===== src/hdl/pfa_pkg.sv =====
package pfa_pkg;

   // Table geometry
   localparam int NUM_PARTITIONS = 16;
   localparam int SIZE_BITS      = 16;

   // Fixed field widths of the request, response and register ports
   localparam int OP_BITS       = 1;
   localparam int SLOT_BITS     = 4;
   localparam int AMOUNT_BITS   = 16;
   localparam int MODE_BITS     = 2;
   localparam int PIU_BITS      = 5;
   localparam int CSR_IDX_BITS  = 2;
   localparam int CSR_DATA_BITS = 5;

   // Derived widths
   localparam int IDX_BITS   = (NUM_PARTITIONS > 1) ? $clog2(NUM_PARTITIONS) : 1;
   localparam int CNT_BITS   = $clog2(NUM_PARTITIONS + 1);
   localparam int COUNT_BITS = (CNT_BITS > PIU_BITS) ? CNT_BITS : PIU_BITS;
   localparam int SLOTX_BITS = (COUNT_BITS > SLOT_BITS) ? COUNT_BITS : SLOT_BITS;
   localparam int CMP_BITS   = (SIZE_BITS > AMOUNT_BITS) ? SIZE_BITS : AMOUNT_BITS;

   // Reset values of the registers
   localparam logic [MODE_BITS-1:0] FIT_MODE_RESET = 2'd0;
   localparam logic [PIU_BITS-1:0]  PIU_RESET      = 5'd16;

   // Operation codes
   localparam logic [OP_BITS-1:0] OP_LOAD  = 1'b0;
   localparam logic [OP_BITS-1:0] OP_ALLOC = 1'b1;

   // Placement policies; the unused code behaves as first fit
   localparam logic [MODE_BITS-1:0] FIT_FIRST = 2'd0;
   localparam logic [MODE_BITS-1:0] FIT_BEST  = 2'd1;
   localparam logic [MODE_BITS-1:0] FIT_WORST = 2'd2;
   localparam logic [MODE_BITS-1:0] FIT_SPARE = 2'd3;

   // Register indexes
   localparam logic [CSR_IDX_BITS-1:0] CSR_FIT_MODE = 2'd0;
   localparam logic [CSR_IDX_BITS-1:0] CSR_PARTS    = 2'd1;

   typedef enum logic [1:0] {
      ST_IDLE = 2'b01,
      ST_SCAN = 2'b10
   } state_type;

endpackage


===== src/hdl/pfa_ram.sv =====
module pfa_ram #(
   parameter int WIDTH = 16,
   parameter int DEPTH = 16
) (
   input  logic                                     clock,
   input  logic                                     wr_en,
   input  logic [((DEPTH > 1) ? $clog2(DEPTH) : 1)-1:0] wr_addr,
   input  logic [WIDTH-1:0]                         wr_data,
   input  logic                                     rd_en,
   input  logic [((DEPTH > 1) ? $clog2(DEPTH) : 1)-1:0] rd_addr,
   output logic [WIDTH-1:0]                         rd_data
);

   logic [WIDTH-1:0] mem_ff [DEPTH];
   logic [WIDTH-1:0] rd_data_ff;

   // Write one word, read one word with a registered output
   always_ff @(posedge clock) begin
      if (wr_en) begin
         mem_ff[wr_addr] <= wr_data;
      end
      if (rd_en) begin
         rd_data_ff <= mem_ff[rd_addr];
      end
   end

   assign rd_data = rd_data_ff;

endmodule


===== src/hdl/partition_fit_allocator.sv =====
// Partition allocator with first, best and worst fit placement. A load writes one
// partition's free size and answers in the cycle after it is taken; busy stays low.
// A request reads the free-size RAM one entry per cycle, from index 0 up to
// min(partitions_in_use, NUM_PARTITIONS) - 1, then writes the chosen entry back:
// it keeps busy high for the whole scan, whose length is bounded by the single RAM
// read port, and answers in the cycle in which busy drops.
// Every item gives exactly one response, held on the rsp_ ports for one cycle with
// rsp_valid high; the receiver must take it then, as there is no back-pressure.
// The register port is always ready and is meant to be written while busy is low.
module partition_fit_allocator (
   input  logic                                clock,
   input  logic                                reset,
   input  logic                                start,
   output logic                                busy,
   input  logic [pfa_pkg::OP_BITS-1:0]         req_operation,
   input  logic [pfa_pkg::SLOT_BITS-1:0]       req_slot_index,
   input  logic [pfa_pkg::AMOUNT_BITS-1:0]     req_amount,
   output logic                                rsp_valid,
   output logic                                rsp_granted,
   output logic [pfa_pkg::SLOT_BITS-1:0]       rsp_chosen_slot,
   output logic [pfa_pkg::AMOUNT_BITS-1:0]     rsp_left_over,
   input  logic                                csr_valid,
   output logic                                csr_ready,
   input  logic [pfa_pkg::CSR_IDX_BITS-1:0]    csr_index,
   input  logic [pfa_pkg::CSR_DATA_BITS-1:0]   csr_wdata
);

   import pfa_pkg::*;

   // Registers
   state_type                state_ff, state_in;
   logic [MODE_BITS-1:0]     fit_mode_ff;
   logic [PIU_BITS-1:0]      parts_ff;
   logic [NUM_PARTITIONS-1:0] vld_ff, vld_in;
   logic [COUNT_BITS-1:0]    rd_idx_ff, rd_idx_in;
   logic                     pend_ff, pend_in;
   logic [IDX_BITS-1:0]      pend_idx_ff, pend_idx_in;
   logic                     pend_vld_ff, pend_vld_in;
   logic [AMOUNT_BITS-1:0]   amount_ff, amount_in;
   logic                     found_ff, found_in;
   logic [IDX_BITS-1:0]      pick_ff, pick_in;
   logic [SIZE_BITS-1:0]     best_ff, best_in;
   logic                     rsp_valid_ff, rsp_valid_in;
   logic                     rsp_granted_ff, rsp_granted_in;
   logic [SLOT_BITS-1:0]     rsp_slot_ff, rsp_slot_in;
   logic [AMOUNT_BITS-1:0]   rsp_left_ff, rsp_left_in;

   // Combinational signals
   logic                     accept;
   logic                     csr_write;
   logic [COUNT_BITS-1:0]    count_lim;
   logic                     scan_done;
   logic                     load_in_range;
   logic [IDX_BITS-1:0]      load_addr;
   logic [SIZE_BITS-1:0]     load_value;
   logic [SIZE_BITS-1:0]     rd_data;
   logic [SIZE_BITS-1:0]     cand_val;
   logic                     cand_fits;
   logic [SIZE_BITS-1:0]     cand_left;
   logic                     take_cand;
   logic                     rd_en;
   logic                     wr_en;
   logic [IDX_BITS-1:0]      wr_addr;
   logic [SIZE_BITS-1:0]     wr_data;

   assign accept    = start && !busy;
   assign busy      = (state_ff != ST_IDLE);
   assign csr_ready = 1'b1;
   assign csr_write = csr_valid && csr_ready;

   // Clamp the searched count to the table depth
   always_comb begin
      if (COUNT_BITS'(parts_ff) > COUNT_BITS'(NUM_PARTITIONS)) begin
         count_lim = COUNT_BITS'(NUM_PARTITIONS);
      end else begin
         count_lim = COUNT_BITS'(parts_ff);
      end
   end

   assign scan_done = (rd_idx_ff >= count_lim) && !pend_ff;

   // Load decode
   assign load_in_range = SLOTX_BITS'(req_slot_index) < SLOTX_BITS'(NUM_PARTITIONS);
   assign load_addr     = IDX_BITS'(req_slot_index);
   assign load_value    = SIZE_BITS'(req_amount);

   // Evaluate the entry returned by the RAM; unwritten entries read as zero
   assign cand_val  = pend_vld_ff ? rd_data : '0;
   assign cand_fits = CMP_BITS'(cand_val) >= CMP_BITS'(amount_ff);
   assign cand_left = SIZE_BITS'(CMP_BITS'(cand_val) - CMP_BITS'(amount_ff));

   always_comb begin
      take_cand = 1'b0;
      if (pend_ff && cand_fits) begin
         priority if (!found_ff) begin
            take_cand = 1'b1;
         end else if (fit_mode_ff == FIT_BEST) begin
            take_cand = cand_left < best_ff;
         end else if (fit_mode_ff == FIT_WORST) begin
            take_cand = cand_left > best_ff;
         end else begin
            take_cand = 1'b0;
         end
      end
   end

   // Sequencer: issue reads, track the pick, write back and respond
   always_comb begin
      state_in       = state_ff;
      rd_idx_in      = rd_idx_ff;
      pend_in        = 1'b0;
      pend_idx_in    = pend_idx_ff;
      pend_vld_in    = pend_vld_ff;
      amount_in      = amount_ff;
      found_in       = found_ff;
      pick_in        = pick_ff;
      best_in        = best_ff;
      vld_in         = vld_ff;
      rsp_valid_in   = 1'b0;
      rsp_granted_in = rsp_granted_ff;
      rsp_slot_in    = rsp_slot_ff;
      rsp_left_in    = rsp_left_ff;
      rd_en          = 1'b0;
      wr_en          = 1'b0;
      wr_addr        = load_addr;
      wr_data        = load_value;

      unique case (state_ff)
         ST_IDLE: begin
            if (accept) begin
               if (req_operation == OP_LOAD) begin
                  wr_en          = load_in_range;
                  rsp_valid_in   = 1'b1;
                  rsp_granted_in = 1'b0;
                  rsp_slot_in    = req_slot_index;
                  rsp_left_in    = load_in_range ? AMOUNT_BITS'(load_value) : '0;
                  if (load_in_range) begin
                     vld_in[load_addr] = 1'b1;
                  end
               end else begin
                  state_in  = ST_SCAN;
                  rd_idx_in = '0;
                  amount_in = req_amount;
                  found_in  = 1'b0;
                  pick_in   = '0;
                  best_in   = '0;
               end
            end
         end
         ST_SCAN: begin
            // Hold the running pick
            if (take_cand) begin
               found_in = 1'b1;
               pick_in  = pend_idx_ff;
               best_in  = cand_left;
            end
            // Issue the next read
            if (rd_idx_ff < count_lim) begin
               rd_en       = 1'b1;
               pend_in     = 1'b1;
               pend_idx_in = rd_idx_ff[IDX_BITS-1:0];
               pend_vld_in = vld_ff[rd_idx_ff[IDX_BITS-1:0]];
               rd_idx_in   = rd_idx_ff + COUNT_BITS'(1);
            end
            // Write back the chosen entry and respond
            if (scan_done) begin
               state_in       = ST_IDLE;
               wr_en          = found_ff;
               wr_addr        = pick_ff;
               wr_data        = best_ff;
               rsp_valid_in   = 1'b1;
               rsp_granted_in = found_ff;
               rsp_slot_in    = found_ff ? SLOT_BITS'(pick_ff) : '0;
               rsp_left_in    = found_ff ? AMOUNT_BITS'(best_ff) : '0;
            end
         end
         default: begin
            state_in = ST_IDLE;
         end
      endcase
   end

   // Control registers
   always_ff @(posedge clock) begin
      if (reset) begin
         state_ff     <= ST_IDLE;
         vld_ff       <= '0;
         pend_ff      <= 1'b0;
         rsp_valid_ff <= 1'b0;
         fit_mode_ff  <= FIT_MODE_RESET;
         parts_ff     <= PIU_RESET;
      end else begin
         state_ff     <= state_in;
         vld_ff       <= vld_in;
         pend_ff      <= pend_in;
         rsp_valid_ff <= rsp_valid_in;
         if (csr_write) begin
            if (csr_index == CSR_FIT_MODE) begin
               fit_mode_ff <= MODE_BITS'(csr_wdata);
            end else if (csr_index == CSR_PARTS) begin
               parts_ff <= PIU_BITS'(csr_wdata);
            end
         end
      end
   end

   // Payload registers
   always_ff @(posedge clock) begin
      rd_idx_ff      <= rd_idx_in;
      pend_idx_ff    <= pend_idx_in;
      pend_vld_ff    <= pend_vld_in;
      amount_ff      <= amount_in;
      found_ff       <= found_in;
      pick_ff        <= pick_in;
      best_ff        <= best_in;
      rsp_granted_ff <= rsp_granted_in;
      rsp_slot_ff    <= rsp_slot_in;
      rsp_left_ff    <= rsp_left_in;
   end

   pfa_ram #(
      .WIDTH (SIZE_BITS),
      .DEPTH (NUM_PARTITIONS)
   ) u_free_ram (
      .clock   (clock),
      .wr_en   (wr_en),
      .wr_addr (wr_addr),
      .wr_data (wr_data),
      .rd_en   (rd_en),
      .rd_addr (rd_idx_ff[IDX_BITS-1:0]),
      .rd_data (rd_data)
   );

   assign rsp_valid       = rsp_valid_ff;
   assign rsp_granted     = rsp_granted_ff;
   assign rsp_chosen_slot = rsp_slot_ff;
   assign rsp_left_over   = rsp_left_ff;

`ifndef SYNTHESIS
   a_state_onehot: assert property (@(posedge clock) disable iff (reset)
      $onehot(state_ff))
      else $error("state register not one-hot");

   a_pend_in_scan: assert property (@(posedge clock) disable iff (reset)
      pend_ff |-> (state_ff == ST_SCAN))
      else $error("read returned outside a scan");

   a_finish_responds: assert property (@(posedge clock) disable iff (reset)
      (state_ff == ST_SCAN && scan_done) |=> (state_ff == ST_IDLE && rsp_valid_ff))
      else $error("scan finished without a response");

   a_pick_in_range: assert property (@(posedge clock) disable iff (reset)
      (state_ff == ST_SCAN && found_ff) |-> (COUNT_BITS'(pick_ff) < count_lim))
      else $error("pick outside searched partitions");

   a_grant_is_response: assert property (@(posedge clock) disable iff (reset)
      (rsp_valid_ff && rsp_granted_ff) |-> $past(state_ff == ST_SCAN))
      else $error("grant without a scan");
`endif

endmodule

===== config.mk =====
export PLATFORM = sky130hd
export DESIGN_NAME = partition_fit_allocator
export DESIGN_NICKNAME = d
export VERILOG_FILES = /design/src/hdl/pfa_pkg.sv /design/src/hdl/pfa_ram.sv /design/src/hdl/partition_fit_allocator.sv
export SDC_FILE = /design/constraint.sdc
export NUM_CORES = 1
export LEC_CHECK = 0
export ABC_AREA = 1
export BUFFER_PORTS_ARGS = -buffer_cell sky130_fd_sc_hd__buf_4
export CAP_MARGIN = 20
export CELL_PAD_IN_SITES_DETAIL_PLACEMENT = 1
export CELL_PAD_IN_SITES_GLOBAL_PLACEMENT = 1
export CORE_ASPECT_RATIO = 1.4
export CORE_MARGIN = 1.5
export CORE_UTILIZATION = 30
export CTS_CLUSTER_DIAMETER = 80
export DETAILED_ROUTE_END_ITERATION = 12
export PLACE_DENSITY = 0.63
export SLEW_MARGIN = 20
export SYNTH_ARGS = -nofsm -noshare
export SYNTH_HDL_FRONTEND = slang
export SYNTH_SLANG_ARGS = --single-unit

===== constraint.sdc =====
create_clock -name clock -period 6.5 [get_ports clock]
set_input_delay 0.325 -clock clock [delete_from_list [all_inputs] [get_ports clock]]
set_output_delay 0.325 -clock clock [all_outputs]
set_load 0.005 [all_outputs]

==> key figures <==
Worst setup path
  • Crit Path Category: reg2reg
  • Crit path arrival time: 4600 ps
  • Worst Path Buf+Inv: 2
  • Crit path top cell by count: nand2_1
  • CP max stage delay: 690 ps
  • Crit path from: pend_vld_ff$_DFFE_PP_
  • RR Startpoint: pend_vld_ff$_DFFE_PP_
  • Crit path required time: 6710 ps
  • Element type at the critical path start: register
  • Crit Path Max Fanout: 16
  • CP Capture Type: register
  • Crit path cell chain: nand2_1, ha_1, fa_1, o21ai_2, a21oi_1, or2_2, nand2_1, nand2_1, nand2_1, inv_1, ha_1, nand2_1, o21bai_1, nand2_1, a21oi_1, nand3_1, nand3_1, nand2_1, a21oi_2, buf_4
  • Largest delay share family, worst path: simple AND/OR/NAND/NOR gates
  • Crit-path slowest cell: edfxtp_1

Synth
  • Synth top area cells: edfxtp_1 (64%), o21ai_0 (5.0%), nor2_1 (4.8%), nand2_1 (4.4%), dfxtp_1 (3.4%)
  • Area leader, netlist: edfxtp_1
  • Number of synthesized flops with an enable pin: 340
  • Post-synth cell types: 44
  • Synth Register Bits: 367
  • Mapped Avg Cell Area: 11.3 sq um
  • Mapped Cells: 1,417
  • Area share of the largest cell type after synthesis: 64.0%
  • Synth async-reset ratio: 0%
  • Commonest cells in the netlist: edfxtp_1 (340), nor2_1 (205), nand2_1 (187), o21ai_0 (159), inv_1 (123)
  • Syn Nets: 1,491
  • Post-synthesis sequential area ratio: 67.4%
  • Post-synthesis cell area: 15,900 sq um
  • Count leader, synth: edfxtp_1
  • Syn. warnings: 0
  • Most used DFF post-synth: edfxtp_1

Job
  • Max-cap viol count: 0

Floorplan
  • DIE HEIGHT: 276 microns
  • Area of the core: 52,300 sq um
  • Die Wd: 198 microns
  • I/O Pins: 56
  • Cell Rows: 99
  • Die ar.: 54,600 sq um
  • Initial core utilization: 30.5%

Route
  • Initial DRC Count: 620
  • Post-DRT Antenna Nets: 0
  • Wire per inst: 20.1 microns
  • Vias per Instance: 4.91
  • First-pass DRT Iterations: 5
  • Metal-1 WL: 18,100 microns
  • DR WL met3: 1360 microns
  • Via count: 10,953
  • DRC: 0
  • Routed wl met2: 23,900 microns
  • Max layer used: met4
  • Routed wire length: 44,800 microns

Timing
  • Final Hold Viols: 0
  • Worst slew margin: 36.2%
  • Pins Over Slew Limit: 0
  • Setup Skew: 14.2 ps
  • Max frequency: 228 MHz
  • Worst-margin pin slew: 957 ps
  • Final Cycle Share: 67.6%
  • Hold Worst Slack: 17.0 ps
  • Total negative setup slack: 0 ps
  • Final setup violation count: 0
  • Period minus WS final: 4400 ps
  • RSZ-0062 raised after global routing: false

GRT
  • First-pass GRT wire length: 68,000 microns
  • Total gr overflow: 0
  • Initial antenna violation count: 0
  • GRT Util Overall: 16.5%
  • Pin count of the biggest net entering global routing: 91
  • Vias in the first global route: 11,692

Pwr
  • Max VDD drop: 0.148 mV
  • Sequential share of power: 50.1%
  • Pint: 4020 uW
  • Leakage Power: 0.00688 uW
  • Clock share of power: 39.8%
  • Switching power: 1300 uW
  • PD cells: 285 nW/um^2
  • Sw frac: 24.4%
  • Gate power share: 10.0%

Outcome
  • Status: complete, no violations

CTS
  • Setup repair bufs after CTS: 0
  • Post-cts hold buffer count: 14
  • Clk slew on worst S/H paths: 60 ps
  • Clock Sink Count: 367
  • Total CTS buffers: 37
  • CTS resizes: 0
  • Clk Latency, worst-skew pair: 530 ps
  • Root Buffer: clkbuf_16
  • CTS tree: done
  • Htree depth: 2
  • Clock buffer depth: 3

Layout
  • Post-layout instance area: 18,600 sq um
  • Fill count: 5,768
  • # diodes: 0
  • Layout cells sized above 1: 13.0%
  • Area Overhead vs Synth: 16.9%
  • Fin nets: 1,571

Place
  • Port bufs: 54
  • Dpl cell area: 17,300 sq um
  • Routability cong.: 0.906
  • DP HPWL: 28,600 microns

Hold path
  • Worst min path class: in2reg
  • Hold Startpoint: req_amount[2]
[cell usage in the layout, fill, tap and decap left out, drive strengths merged, types with 8 or more instances in the layout]
cell type      n
inv          129
ha            41
clkbuf        43
nor2         207
nand3         57
edfxtp       340
clkinv        15
o221ai        25
dlygate4sd3   14
a21oi         50
xor2           8
nand2        188
o211ai         8
dfxtp         27
o22ai         40
o21ai        187
buf           93
[area by class of cell]
type	instances	area, sq um	area share (%)
Sequential cell	367	10800	57.7
Multi-Input combinational cell	851	4500	24.1
Clock buffer	43	948	5.09
Tap cell	707	885	4.75
Timing Repair Buffer	107	838	4.50
Inverter	133	500	2.68
Clock inverter	21	223	1.19
[cell families (layout without fill, tap and decap cells)]
family / after synthesis / count (layout) / synth area share [%]
AND/OR/NAND/NOR: 472 / 472 / 12.1
AO/OA/AOI/OAI: 327 / 327 / 11.7
adder cells (fa/ha/maj): 42 / 42 / 3.34
XOR/XNOR: 9 / 9 / 0.494
other: 1 / 1 / 0.0235
flip-flops: 367 / 367 / 67.4
buffers and inverters: 199 / 304 / 4.89
[power by group through the flow]
| stage | logic, uW | clock network (uW) | registers (uW) |
|---|---|---|---|
| floorplan | 315 | 0 | 2710 |
| global placement | 514 | 0 | 2710 |
| detailed placement | 529 | 0 | 2720 |
| CTS | 538 | 2170 | 2660 |
| global route | 594 | 2240 | 2670 |
| finish | 534 | 2120 | 2660 |
[state kept, by name, indices dropped and copies added, names as in the netlist]
name	flops
u_free_ram.mem_ff	256
amount_ff	16
best_ff	16
rsp_left_over	16
u_free_ram.rd_data	16
vld_ff	16
parts_ff	5
rd_idx_ff	5
pend_idx_ff	4
pick_ff	4
rsp_chosen_slot	4
fit_mode_ff	2
state_ff	2
found_ff	1
pend_ff	1
pend_vld_ff	1
rsp_granted	1
rsp_valid	1
[worst paths after layout]
kind | slack [ps] | depth (start not counted) | to
max reg2reg | 2100 | 20 | best_ff[5]$_SDFFCE_PN0P_
max | 2100 | 20 | best_ff[5]$_SDFFCE_PN0P_
min | 20 | 1 | amount_ff[2]$_DFFE_PP_
min reg2reg | 460 | 2 | vld_ff[10]$_SDFFE_PP0P_
[metal layers]
layer	vias to the layer above	global-route usage [%]
met3	83	2.03
li1	5153	-
met2	184	31.5
met5	-	0
met4	0	6.19
met1	5533	18.6
[metrics by stage]
stage	utilization (%)	cells	total power [uW]	worst slack (ps)
2_1_floorplan	-	1417	3030	1950
3_3_place_gp	33.1	2151	3230	2190
3_5_place_dp	33.1	2151	3240	2080
4_1_cts	35.6	2229	5370	2040
5_1_grt	35.7	2229	5500	1690
6_report	35.7	2229	5320	2100
(Power assumes the default switching activity.)
